===== src/hdl/exl_pkg.sv =====
// Package for the expression language lexer: token kinds, character classes,
// the token record and the counter widths. No dependencies.
package exl_pkg;

  // Counter widths; the reported fields are clipped to 16 bits.
  localparam int LINE_WIDTH   = 16;
  localparam int COLUMN_WIDTH = 16;
  localparam int LENGTH_WIDTH = 16;

  // Token queue geometry.
  localparam int TQ_DEPTH = 4;
  localparam int TQ_PTR_W = $clog2(TQ_DEPTH);
  localparam int TQ_CNT_W = $clog2(TQ_DEPTH + 1);

  // Token kinds.
  localparam logic [4:0] K_NUM     = 5'd0;
  localparam logic [4:0] K_ID      = 5'd1;
  localparam logic [4:0] K_PRINT   = 5'd2;
  localparam logic [4:0] K_IF      = 5'd3;
  localparam logic [4:0] K_WHILE   = 5'd4;
  localparam logic [4:0] K_ASSIGN  = 5'd5;
  localparam logic [4:0] K_EQ      = 5'd6;
  localparam logic [4:0] K_NOT     = 5'd7;
  localparam logic [4:0] K_NE      = 5'd8;
  localparam logic [4:0] K_BAND    = 5'd9;
  localparam logic [4:0] K_LAND    = 5'd10;
  localparam logic [4:0] K_BOR     = 5'd11;
  localparam logic [4:0] K_LOR     = 5'd12;
  localparam logic [4:0] K_BNOT    = 5'd13;
  localparam logic [4:0] K_XOR     = 5'd14;
  localparam logic [4:0] K_ADD     = 5'd15;
  localparam logic [4:0] K_SUB     = 5'd16;
  localparam logic [4:0] K_MUL     = 5'd17;
  localparam logic [4:0] K_DIV     = 5'd18;
  localparam logic [4:0] K_LT      = 5'd19;
  localparam logic [4:0] K_LE      = 5'd20;
  localparam logic [4:0] K_GT      = 5'd21;
  localparam logic [4:0] K_GE      = 5'd22;
  localparam logic [4:0] K_SEMI    = 5'd23;
  localparam logic [4:0] K_LPAR    = 5'd24;
  localparam logic [4:0] K_RPAR    = 5'd25;
  localparam logic [4:0] K_LBRACE  = 5'd26;
  localparam logic [4:0] K_RBRACE  = 5'd27;
  localparam logic [4:0] K_EOF     = 5'd28;
  localparam logic [4:0] K_INVALID = 5'd29;
  localparam logic [4:0] K_NONE    = 5'd31;

  // Keyword patterns in the identifier window, newest byte lowest.
  localparam logic [39:0] KW_PRINT = 40'h7072696E74;
  localparam logic [39:0] KW_WHILE = 40'h7768696C65;
  localparam logic [15:0] KW_IF    = 16'h6966;

  // Characters with special meaning.
  localparam logic [7:0] CH_TAB   = 8'h09;
  localparam logic [7:0] CH_LF    = 8'h0A;
  localparam logic [7:0] CH_CR    = 8'h0D;
  localparam logic [7:0] CH_SPACE = 8'h20;
  localparam logic [7:0] CH_USCORE = 8'h5F;

  // Token in progress: a number, an identifier or a prefix operator.
  typedef enum logic [3:0] {
    PK_IDLE, PK_NUM, PK_ID,
    PK_OP_EQ, PK_OP_BANG, PK_OP_AMP, PK_OP_BAR, PK_OP_LT, PK_OP_GT
  } pend_t;

  // One result item.
  typedef struct packed {
    logic [4:0]  kind;
    logic [15:0] line;
    logic [15:0] col;
    logic [15:0] len;
    logic        last;
  } tok_t;

  function automatic logic is_digit(input logic [7:0] c);
    return (c >= "0") && (c <= "9");
  endfunction

  function automatic logic is_ident_start(input logic [7:0] c);
    return ((c >= "a") && (c <= "z")) || ((c >= "A") && (c <= "Z")) || (c == CH_USCORE);
  endfunction

  function automatic logic is_newline(input logic [7:0] c);
    return (c == CH_LF) || (c == CH_CR);
  endfunction

  function automatic logic is_space(input logic [7:0] c);
    return (c == CH_SPACE) || (c == CH_TAB) || is_newline(c);
  endfunction

  // Kind of a one-character token that never takes a second character.
  function automatic logic [4:0] single_kind(input logic [7:0] c);
    logic [4:0] k;
    case (c)
      "~":     k = K_BNOT;
      "^":     k = K_XOR;
      "+":     k = K_ADD;
      "-":     k = K_SUB;
      "*":     k = K_MUL;
      "/":     k = K_DIV;
      ";":     k = K_SEMI;
      "(":     k = K_LPAR;
      ")":     k = K_RPAR;
      "{":     k = K_LBRACE;
      "}":     k = K_RBRACE;
      default: k = K_NONE;
    endcase
    return k;
  endfunction

  // Prefix operator started by a character, PK_IDLE if none.
  function automatic pend_t op_start(input logic [7:0] c);
    pend_t p;
    case (c)
      "=":     p = PK_OP_EQ;
      "!":     p = PK_OP_BANG;
      "&":     p = PK_OP_AMP;
      "|":     p = PK_OP_BAR;
      "<":     p = PK_OP_LT;
      ">":     p = PK_OP_GT;
      default: p = PK_IDLE;
    endcase
    return p;
  endfunction

  // Second character that completes a prefix operator.
  function automatic logic [7:0] op_second(input pend_t p);
    logic [7:0] c;
    case (p)
      PK_OP_AMP: c = "&";
      PK_OP_BAR: c = "|";
      default:   c = "=";
    endcase
    return c;
  endfunction

  function automatic logic is_op(input pend_t p);
    return (p != PK_IDLE) && (p != PK_NUM) && (p != PK_ID);
  endfunction

  function automatic logic [4:0] op_single(input pend_t p);
    logic [4:0] k;
    case (p)
      PK_OP_EQ:   k = K_ASSIGN;
      PK_OP_BANG: k = K_NOT;
      PK_OP_AMP:  k = K_BAND;
      PK_OP_BAR:  k = K_BOR;
      PK_OP_LT:   k = K_LT;
      PK_OP_GT:   k = K_GT;
      default:    k = K_NONE;
    endcase
    return k;
  endfunction

  function automatic logic [4:0] op_double(input pend_t p);
    logic [4:0] k;
    case (p)
      PK_OP_EQ:   k = K_EQ;
      PK_OP_BANG: k = K_NE;
      PK_OP_AMP:  k = K_LAND;
      PK_OP_BAR:  k = K_LOR;
      PK_OP_LT:   k = K_LE;
      PK_OP_GT:   k = K_GE;
      default:    k = K_NONE;
    endcase
    return k;
  endfunction

  // Clip a counter value to the 16-bit field.
  function automatic logic [15:0] clip16(input logic [31:0] v);
    return (v > 32'h0000_FFFF) ? 16'hFFFF : v[15:0];
  endfunction

endpackage


===== src/hdl/exl_core.sv =====
// Lexer core: input register, lexer state and the single-pass step logic
// that turns one registered byte into up to two tokens. Uses exl_pkg.
module exl_core (
  input  logic                     clk,
  input  logic                     rst_n,
  input  logic                     in_valid,
  output logic                     in_ready,
  input  logic [7:0]               in_char_code,
  input  logic                     in_end_of_text,
  input  logic                     q_room,
  output logic [1:0]               push_n,
  output exl_pkg::tok_t            tok_a,
  output exl_pkg::tok_t            tok_b
);
  import exl_pkg::*;

  logic                    stg_valid_r;
  logic [7:0]              stg_char_r;
  logic                    stg_eot_r;
  logic                    step_fire;

  pend_t                   pend_r, pend_nxt;
  logic [LINE_WIDTH-1:0]   line_r, line_nxt, line_adv;
  logic [COLUMN_WIDTH-1:0] col_r, col_nxt, col_adv;
  logic [LINE_WIDTH-1:0]   tsl_r, tsl_nxt;
  logic [COLUMN_WIDTH-1:0] tsc_r, tsc_nxt;
  logic [LENGTH_WIDTH-1:0] cnt_r, cnt_nxt, cnt_inc;
  logic [39:0]             win_r, win_nxt;
  logic                    halt_r, halt_nxt;

  tok_t                    flush_tok, eof_tok, fresh_tok;
  logic                    flush_valid, fresh_valid;
  logic [4:0]              id_kind, sk;
  pend_t                   ops;
  logic [7:0]              c;

  // Input register: refills when empty or when the held item moves on this cycle.
  assign step_fire = stg_valid_r && q_room;
  assign in_ready  = !stg_valid_r || step_fire;

  always_ff @(posedge clk) begin
    if (!rst_n) begin
      stg_valid_r <= 1'b0;
    end else if (in_ready) begin
      stg_valid_r <= in_valid;
    end
    if (in_valid && in_ready) begin
      stg_char_r <= in_char_code;
      stg_eot_r  <= in_end_of_text;
    end
  end

  // Lexer state.
  always_ff @(posedge clk) begin
    if (!rst_n) begin
      pend_r <= PK_IDLE;
      line_r <= LINE_WIDTH'(1);
      col_r  <= '0;
      tsl_r  <= LINE_WIDTH'(1);
      tsc_r  <= '0;
      cnt_r  <= '0;
      win_r  <= '0;
      halt_r <= 1'b0;
    end else if (step_fire) begin
      pend_r <= pend_nxt;
      line_r <= line_nxt;
      col_r  <= col_nxt;
      tsl_r  <= tsl_nxt;
      tsc_r  <= tsc_nxt;
      cnt_r  <= cnt_nxt;
      win_r  <= win_nxt;
      halt_r <= halt_nxt;
    end
  end

  // Saturating position and length updates for this byte.
  assign c        = stg_char_r;
  assign line_adv = (is_newline(c) && (line_r != '1)) ? line_r + 1'b1 : line_r;
  assign col_adv  = is_newline(c) ? '0 : ((col_r != '1) ? col_r + 1'b1 : col_r);
  assign cnt_inc  = (cnt_r != '1) ? cnt_r + 1'b1 : cnt_r;

  // Token formed by the pending state when it is cut off.
  always_comb begin
    if ((cnt_r == LENGTH_WIDTH'(5)) && (win_r == KW_PRINT)) begin
      id_kind = K_PRINT;
    end else if ((cnt_r == LENGTH_WIDTH'(2)) && (win_r[15:0] == KW_IF)) begin
      id_kind = K_IF;
    end else if ((cnt_r == LENGTH_WIDTH'(5)) && (win_r == KW_WHILE)) begin
      id_kind = K_WHILE;
    end else begin
      id_kind = K_ID;
    end
    flush_valid    = (pend_r != PK_IDLE);
    flush_tok.line = clip16(32'(tsl_r));
    flush_tok.col  = clip16(32'(tsc_r));
    flush_tok.last = 1'b0;
    if (pend_r == PK_NUM) begin
      flush_tok.kind = K_NUM;
      flush_tok.len  = clip16(32'(cnt_r));
    end else if (pend_r == PK_ID) begin
      flush_tok.kind = id_kind;
      flush_tok.len  = clip16(32'(cnt_r));
    end else begin
      flush_tok.kind = op_single(pend_r);
      flush_tok.len  = 16'd1;
    end
    eof_tok.kind = K_EOF;
    eof_tok.line = clip16(32'(line_r));
    eof_tok.col  = (col_r != '0) ? clip16(32'(col_r)) : 16'd1;
    eof_tok.len  = '0;
    eof_tok.last = 1'b0;
  end

  // Step: next state and the tokens caused by the registered item.
  always_comb begin
    pend_nxt  = pend_r;
    line_nxt  = line_r;
    col_nxt   = col_r;
    tsl_nxt   = tsl_r;
    tsc_nxt   = tsc_r;
    cnt_nxt   = cnt_r;
    win_nxt   = win_r;
    halt_nxt  = halt_r;
    tok_a     = '0;
    tok_b     = '0;
    push_n    = 2'd0;
    sk        = single_kind(c);
    ops       = op_start(c);
    fresh_tok = '0;
    fresh_valid = 1'b0;

    if (stg_eot_r) begin
      // End of text flushes, reports eof and returns to the reset state.
      if (flush_valid) begin
        tok_a  = flush_tok;
        tok_b  = eof_tok;
        push_n = 2'd2;
      end else begin
        tok_a  = eof_tok;
        push_n = 2'd1;
      end
      pend_nxt = PK_IDLE;
      line_nxt = LINE_WIDTH'(1);
      col_nxt  = '0;
      tsl_nxt  = LINE_WIDTH'(1);
      tsc_nxt  = '0;
      cnt_nxt  = '0;
      win_nxt  = '0;
      halt_nxt = 1'b0;
    end else if (!halt_r) begin
      line_nxt = line_adv;
      col_nxt  = col_adv;
      if ((pend_r == PK_NUM) && is_digit(c)) begin
        cnt_nxt = cnt_inc;
      end else if ((pend_r == PK_ID) && (is_ident_start(c) || is_digit(c))) begin
        cnt_nxt = cnt_inc;
        win_nxt = {win_r[31:0], c};
      end else if (is_op(pend_r) && (c == op_second(pend_r))) begin
        tok_a      = flush_tok;
        tok_a.kind = op_double(pend_r);
        tok_a.len  = 16'd2;
        push_n     = 2'd1;
        pend_nxt   = PK_IDLE;
      end else begin
        // The pending token ends here; the byte is lexed afresh.
        pend_nxt = PK_IDLE;
        fresh_tok.line = clip16(32'(line_adv));
        fresh_tok.col  = clip16(32'(col_adv));
        if (is_space(c)) begin
          fresh_valid = 1'b0;
        end else if (is_digit(c)) begin
          pend_nxt = PK_NUM;
          tsl_nxt  = line_adv;
          tsc_nxt  = col_adv;
          cnt_nxt  = LENGTH_WIDTH'(1);
        end else if (is_ident_start(c)) begin
          pend_nxt = PK_ID;
          tsl_nxt  = line_adv;
          tsc_nxt  = col_adv;
          cnt_nxt  = LENGTH_WIDTH'(1);
          win_nxt  = {32'd0, c};
        end else if (sk != K_NONE) begin
          fresh_valid    = 1'b1;
          fresh_tok.kind = sk;
          fresh_tok.len  = 16'd1;
        end else if (ops != PK_IDLE) begin
          pend_nxt = ops;
          tsl_nxt  = line_adv;
          tsc_nxt  = col_adv;
          cnt_nxt  = LENGTH_WIDTH'(1);
        end else begin
          fresh_valid    = 1'b1;
          fresh_tok.kind = K_INVALID;
          fresh_tok.len  = '0;
          halt_nxt       = 1'b1;
        end
        if (flush_valid) begin
          tok_a = flush_tok;
          if (fresh_valid) begin
            tok_b  = fresh_tok;
            push_n = 2'd2;
          end else begin
            push_n = 2'd1;
          end
        end else if (fresh_valid) begin
          tok_a  = fresh_tok;
          push_n = 2'd1;
        end
      end
    end

    // Mark the final token of this item.
    if (push_n == 2'd1) begin
      tok_a.last = 1'b1;
    end else if (push_n == 2'd2) begin
      tok_b.last = 1'b1;
    end
    if (!step_fire) begin
      push_n = 2'd0;
    end
  end

  // A halted lexer never holds a token in progress.
  a_halt_idle: assert property (@(posedge clk) disable iff (!rst_n)
    halt_r |-> (pend_r == PK_IDLE))
    else $error("halted with a pending token");

  // Bytes seen while halted produce nothing.
  a_halt_silent: assert property (@(posedge clk) disable iff (!rst_n)
    (step_fire && halt_r && !stg_eot_r) |-> (push_n == 2'd0))
    else $error("token produced while halted");

  // End of text rearms the lexer at line 1.
  a_eot_rearm: assert property (@(posedge clk) disable iff (!rst_n)
    (step_fire && stg_eot_r) |=> (!halt_r && (pend_r == PK_IDLE) &&
                                  (line_r == LINE_WIDTH'(1)) && (col_r == '0)))
    else $error("end of text did not rearm the lexer");

  // End of text always ends with an eof token.
  a_eot_eof: assert property (@(posedge clk) disable iff (!rst_n)
    (step_fire && stg_eot_r && (push_n == 2'd1)) |-> (tok_a.kind == K_EOF))
    else $error("end of text without eof");

endmodule


===== src/hdl/exl_tokq.sv =====
// Token queue: takes up to two tokens per cycle from the lexer core, hands
// one per cycle to the result channel while out_ready is high. Uses exl_pkg.
module exl_tokq (
  input  logic            clk,
  input  logic            rst_n,
  input  logic [1:0]      push_n,
  input  exl_pkg::tok_t   tok_a,
  input  exl_pkg::tok_t   tok_b,
  output logic            q_room,
  output logic            out_valid,
  input  logic            out_ready,
  output exl_pkg::tok_t   out_tok
);
  import exl_pkg::*;

  tok_t                ent_r [TQ_DEPTH];
  logic [TQ_PTR_W-1:0] wr_r, wr_nxt;
  logic [TQ_PTR_W-1:0] rd_r, rd_nxt;
  logic [TQ_CNT_W-1:0] cnt_r, cnt_nxt;
  logic                pop;
  logic [TQ_PTR_W-1:0] wr_b;

  // Room for a two-token item is required before the core moves on.
  assign q_room    = (cnt_r <= TQ_CNT_W'(TQ_DEPTH - 2));
  assign out_valid = (cnt_r != '0);
  assign out_tok   = ent_r[rd_r];
  assign pop       = out_valid && out_ready;
  assign wr_b      = wr_r + 1'b1;

  // Pointer and fill count updates.
  always_comb begin
    wr_nxt  = wr_r + TQ_PTR_W'(push_n);
    rd_nxt  = pop ? rd_r + 1'b1 : rd_r;
    cnt_nxt = cnt_r + TQ_CNT_W'(push_n) - TQ_CNT_W'(pop);
  end

  always_ff @(posedge clk) begin
    if (!rst_n) begin
      wr_r  <= '0;
      rd_r  <= '0;
      cnt_r <= '0;
    end else begin
      wr_r  <= wr_nxt;
      rd_r  <= rd_nxt;
      cnt_r <= cnt_nxt;
    end
  end

  // Entry storage.
  always_ff @(posedge clk) begin
    if (push_n != 2'd0) begin
      ent_r[wr_r] <= tok_a;
    end
    if (push_n == 2'd2) begin
      ent_r[wr_b] <= tok_b;
    end
  end

  // The fill count never passes the depth.
  a_no_overflow: assert property (@(posedge clk) disable iff (!rst_n)
    cnt_r <= TQ_CNT_W'(TQ_DEPTH))
    else $error("token queue overflow");

  // Pushes arrive only when the queue announced room.
  a_push_room: assert property (@(posedge clk) disable iff (!rst_n)
    (push_n != 2'd0) |-> q_room)
    else $error("push without room");

endmodule


===== src/hdl/expression_language_lexer.sv =====
// Top level of the expression language lexer: input register and lexer core
// feeding a four-entry token queue. Uses exl_pkg, exl_core and exl_tokq.

// The lexer takes one source byte per cycle and delivers one token per cycle
// while out_ready is high. A byte is held in an input register while the step
// logic classifies it against the pending token; the resulting tokens (none,
// one or two) land in a four-entry queue that drives the out_ ports. The core
// moves an item on only while the queue has two free entries: with one token
// or fewer per byte the rate is one byte per cycle, and a run of bytes that
// each end one token and start another is limited by the single result port
// to one token per cycle. An invalid byte yields an INVALID token and the
// following bytes are dropped until end_of_text, which flushes, reports EOF
// and rearms the lexer. There is no clearing pass after reset.
module expression_language_lexer (
  input  logic        clk,
  input  logic        rst_n,
  input  logic        in_valid,
  output logic        in_ready,
  input  logic [7:0]  in_char_code,
  input  logic        in_end_of_text,
  output logic        out_valid,
  input  logic        out_ready,
  output logic [4:0]  out_token_kind,
  output logic [15:0] out_start_line,
  output logic [15:0] out_start_column,
  output logic [15:0] out_token_length,
  output logic        out_last_of_run
);
  import exl_pkg::*;

  logic       q_room;
  logic [1:0] push_n;
  tok_t       tok_a, tok_b, out_tok;

  exl_core u_core (
    .clk            (clk),
    .rst_n          (rst_n),
    .in_valid       (in_valid),
    .in_ready       (in_ready),
    .in_char_code   (in_char_code),
    .in_end_of_text (in_end_of_text),
    .q_room         (q_room),
    .push_n         (push_n),
    .tok_a          (tok_a),
    .tok_b          (tok_b)
  );

  exl_tokq u_tokq (
    .clk       (clk),
    .rst_n     (rst_n),
    .push_n    (push_n),
    .tok_a     (tok_a),
    .tok_b     (tok_b),
    .q_room    (q_room),
    .out_valid (out_valid),
    .out_ready (out_ready),
    .out_tok   (out_tok)
  );

  // Result fields for each transfer.
  assign out_token_kind   = out_tok.kind;
  assign out_start_line   = out_tok.line;
  assign out_start_column = out_tok.col;
  assign out_token_length = out_tok.len;
  assign out_last_of_run  = out_tok.last;

endmodule


===== config.mk =====
export PLATFORM = sky130hd
export DESIGN_NAME = expression_language_lexer
export DESIGN_NICKNAME = d
export VERILOG_FILES = /design/src/hdl/exl_pkg.sv /design/src/hdl/exl_core.sv /design/src/hdl/exl_tokq.sv /design/src/hdl/expression_language_lexer.sv
export SDC_FILE = /design/constraint.sdc
export NUM_CORES = 1
export LEC_CHECK = 0
export BUFFER_PORTS_ARGS = -buffer_cell sky130_fd_sc_hd__buf_2
export CORE_MARGIN = 2
export CORE_UTILIZATION = 40
export DETAILED_ROUTE_END_ITERATION = 8
export REMOVE_ABC_BUFFERS = 1
export SLEW_MARGIN = 15
export SYNTH_ARGS = -nofsm -noshare
export SYNTH_HDL_FRONTEND = slang
export SYNTH_HIERARCHICAL = 1
export SYNTH_SLANG_ARGS = --single-unit

===== constraint.sdc =====
create_clock -name clk -period 10.1 [get_ports clk]
set_input_delay 0 -clock clk [delete_from_list [all_inputs] [get_ports clk]]
set_output_delay 0 -clock clk [all_outputs]
set_load 0.005 [all_outputs]

==> qor.txt <==
outcome - finished clean
Final nets - 1685
Yosys cell types - 96
antenna violations before repair - 0
Syn Std Cell Area - 19200 µm²
vias in the first global route - 13239
Setup Crit Path Kind - reg -> reg
Most Frequent Cell on Critical Path - buf_4
min cycle time layout - 5.58 ns
CP top delay family - simple AND/OR/NAND/NOR gates
cts repair resizes - 0
slowest CP cell - edfxtp_1
power per cell area - 174 nW/µm²
slowest stage delay, CP - 0.72 ns
filler instances - 4362
worst-skew pair later-pin latency - 0.57 ns
synth top area cells - edfxtp_1 35%, dfxtp_1 14%, mux2_2 13%
Clock Sinks - 360
initial DRC count - 1175
Worst Path Required - 10.29 ns
Antenna Nets Post-Route - 0
routed vias - 13413
crit path max fanout - 55
crit path launch type - flop
layout cell share with drive strength beyond 1 - 27.3%
CTS tree - done
Top FF cell, synth - edfxtp_1
average wire per cell in the routed design - 21.2 µm
static leakage - 7.22 nW
Critical Path AT - 5.77 ns
Die Span Y - 223 µm
minimum hold slack - 0.151 ns
Worst slew margin - 20.5%
EDFF count, synth - 225
period utilization - 55.3%
Seq cells post-synth - 360
yosys warns - 6
GR Overflow Total - 0
DIE WIDTH - 223 µm
Pre-antenna DRT Iters - 5
cts bufs inserted - 41
Max clock buf depth - 3
fmax - 179 MHz
Layout area overhead - 10.4%
Pwr Total - 3.69 mW
Worst-Margin Slew - 1.18 ns
largest net degree at the start of global routing - 80
clock slew at reported path FFs - 0.06 ns
DRC - 0
Max-Cap Viols - 0
setup ws final - 4.52 ns
io pins - 69
top cell type's share of synthesized area - 35.2%
Overall Global Routing Usage - 19.7%
Post-CTS Hold Buffers - 11
final WL - 48900 µm
Seq/Total Area, Yosys - 49.2%
total core area - 47500 µm²
port bufs - 68
hpwl dp - 29600 µm
postcts setup bufs - 0
skew final - 0.0199 ns
first-pass GRT wire length - 76900 µm
H-Tree Depth - 2
Crit. End Element - flop
ANT cells - 0
CTS root buf - clkbuf_16
CP Buf/Inv Count - 3
Setup TNS - 0 ns
RD Place Congestion - 0.819
pre-CTS setup slack - 4.50 ns
post-synth top area cell - edfxtp_1
die area - 49800 µm²
Post-synth ARST share - 0%
Hold Violations, Final - 0
RSZ-0062 raised after global routing - false
Max Slew Vio Count - 0
Syn Inst Count - 1653
starting density of the core - 40.4%
worst min path class - in -> reg
critical path, cell by cell - or4_4, o21ai_4, o21ai_2, or4b_4, inv_2, ha_1, o21ai_0, a21oi_1, and4bb_2, buf_4, o21bai_4, buf_4
Syn Area/Cell - 11.6 µm²
Max IR drop VDD - 0.147 mV
DR vias/cell - 5.81
final setup violating endpoints - 0
# rows - 80
-- state kept, by name, indices dropped and copies added (netlist names), named ones only --
signal / flops
u_core/halt_r: 1
u_core/tsl_r: 16
u_core/stg_valid_r: 1
u_core/stg_eot_r: 1
u_core/win_r: 40
u_core/cnt_r: 16
u_tokq/ent_r: 216
u_core/pend_r: 4
u_tokq/rd_r: 2
u_core/c: 8
u_core/col_r: 16
u_tokq/wr_r: 2
u_tokq/cnt_r: 3
u_core/line_r: 16
u_core/tsc_r: 16
-- routing by layer --
metal | up-vias | GRT usage (%) | share of wire, %
met1 | 6672 | 27.0 | 45
met4 | 0 | 5.74 | 2.3
met5 | - | 0 | 0
met2 | 341 | 32.4 | 48
met3 | 88 | 2.92 | 4.9
li1 | 6312 | - | -
-- report_power, final --
| part | total (mW) | switching (mW) | internal [mW] |
|---|---|---|---|
| sequential | 1.66 | 0.0499 | 1.61 |
| clock | 1.44 | 0.601 | 0.840 |
| combinational | 0.583 | 0.322 | 0.261 |
| total | 3.69 | 0.973 | 2.71 |
-- through the flow --
stage          util, %  instances  instance area (µm²)
2_1_floorplan        -       1518                18500
3_3_place_gp      41.7       2221                19800
3_5_place_dp      41.7       2221                19800
4_1_cts           44.6       2308                21200
5_1_grt           44.6       2308                21200
6_report          44.6       2308                21200
-- worst reg2reg max path, delay by kind of cell, from the launching register on --
family                     cells  cell delay [ns]
buffers and inverters          3             1.44
DFF                            1             0.72
and+or+nand+nor                3             1.61
AOI/OAI and AO/OA              5             1.18
adders and majority gates      1             0.25
-- cell families (layout without fill, tap and decap cells) --
family,after synthesis,after routing,share of synthesized area (%)
flip-flops,360,360,49.2
AO/OA/AOI/OAI,350,350,12.3
other,1,15,0.0195
adder cells (fa/ha/maj),13,13,0.872
multiplexers,276,276,19.3
AND/OR/NAND/NOR,453,453,12.4
XOR/XNOR,24,24,1.24
buffers and inverters,176,202,4.67
-- final timing paths --
kind	start	end	slack (ns)	cells after the start
max	u_core/c[0]	u_tokq/ent_r[2][15]	4.52	12
min	in_char_code[5]	u_core/c[5]	0.15	2
max reg2reg	u_core/c[0]	u_tokq/ent_r[2][15]	4.52	12
min reg2reg	u_core/tsc_r[4]	u_core/tsc_r[4]	0.46	1
-- cell type report --
cell class                      instances  area (µm²)  area share [%]
Clock inverter                         13        77.6           0.366
Multi-Input combinational cell       1131        8980            42.3
Sequential cell                       360        9460            44.6
Inverter                               27         101           0.478
Clock buffer                           63        1230            5.78
Tap cell                              615         769            3.63
Timing Repair Buffer                   99         601            2.83
-- synth_stat cells, types with 6 or more instances --
cell type,n
o31ai_1,6
inv_1,25
a211oi_1,11
mux4_2,54
mux2_2,216
buf_2,33
a21oi_1,55
o21ai_0,67
nor4b_1,8
buf_6,15
buf_4,22
nor2_1,91
xnor2_1,10
o22ai_1,7
nor2b_1,9
xor2_1,12
nand2b_1,12
mux2i_1,6
edfxtp_1,225
a22o_1,19
nand2_1,127
ha_1,11
a31oi_1,7
clkbuf_1,74
a2bb2oi_1,13
and2_1,21
o2bb2ai_1,20
nand3_1,58
nor3b_1,10
o21ai_1,44
nand4_1,15
or3_1,7
o211ai_1,15
dfxtp_1,135
nor3_1,22
a22oi_1,28
nor4_1,12
a21boi_1,7
and3_1,10
-- cells in the final DEF (no fill, tap or decap), types with 25 or more instances in the layout --
cell	n
edfxtp_1	225
mux2_2	216
dfxtp_1	133
nand2_1	127
nor2_1	88
buf_2	68
o21ai_0	66
nand3_1	57
a21oi_1	55
mux4_2	54
clkbuf_16	44
o21ai_1	43
a22oi_1	28
inv_1	25
(Power assumes the default switching activity.)
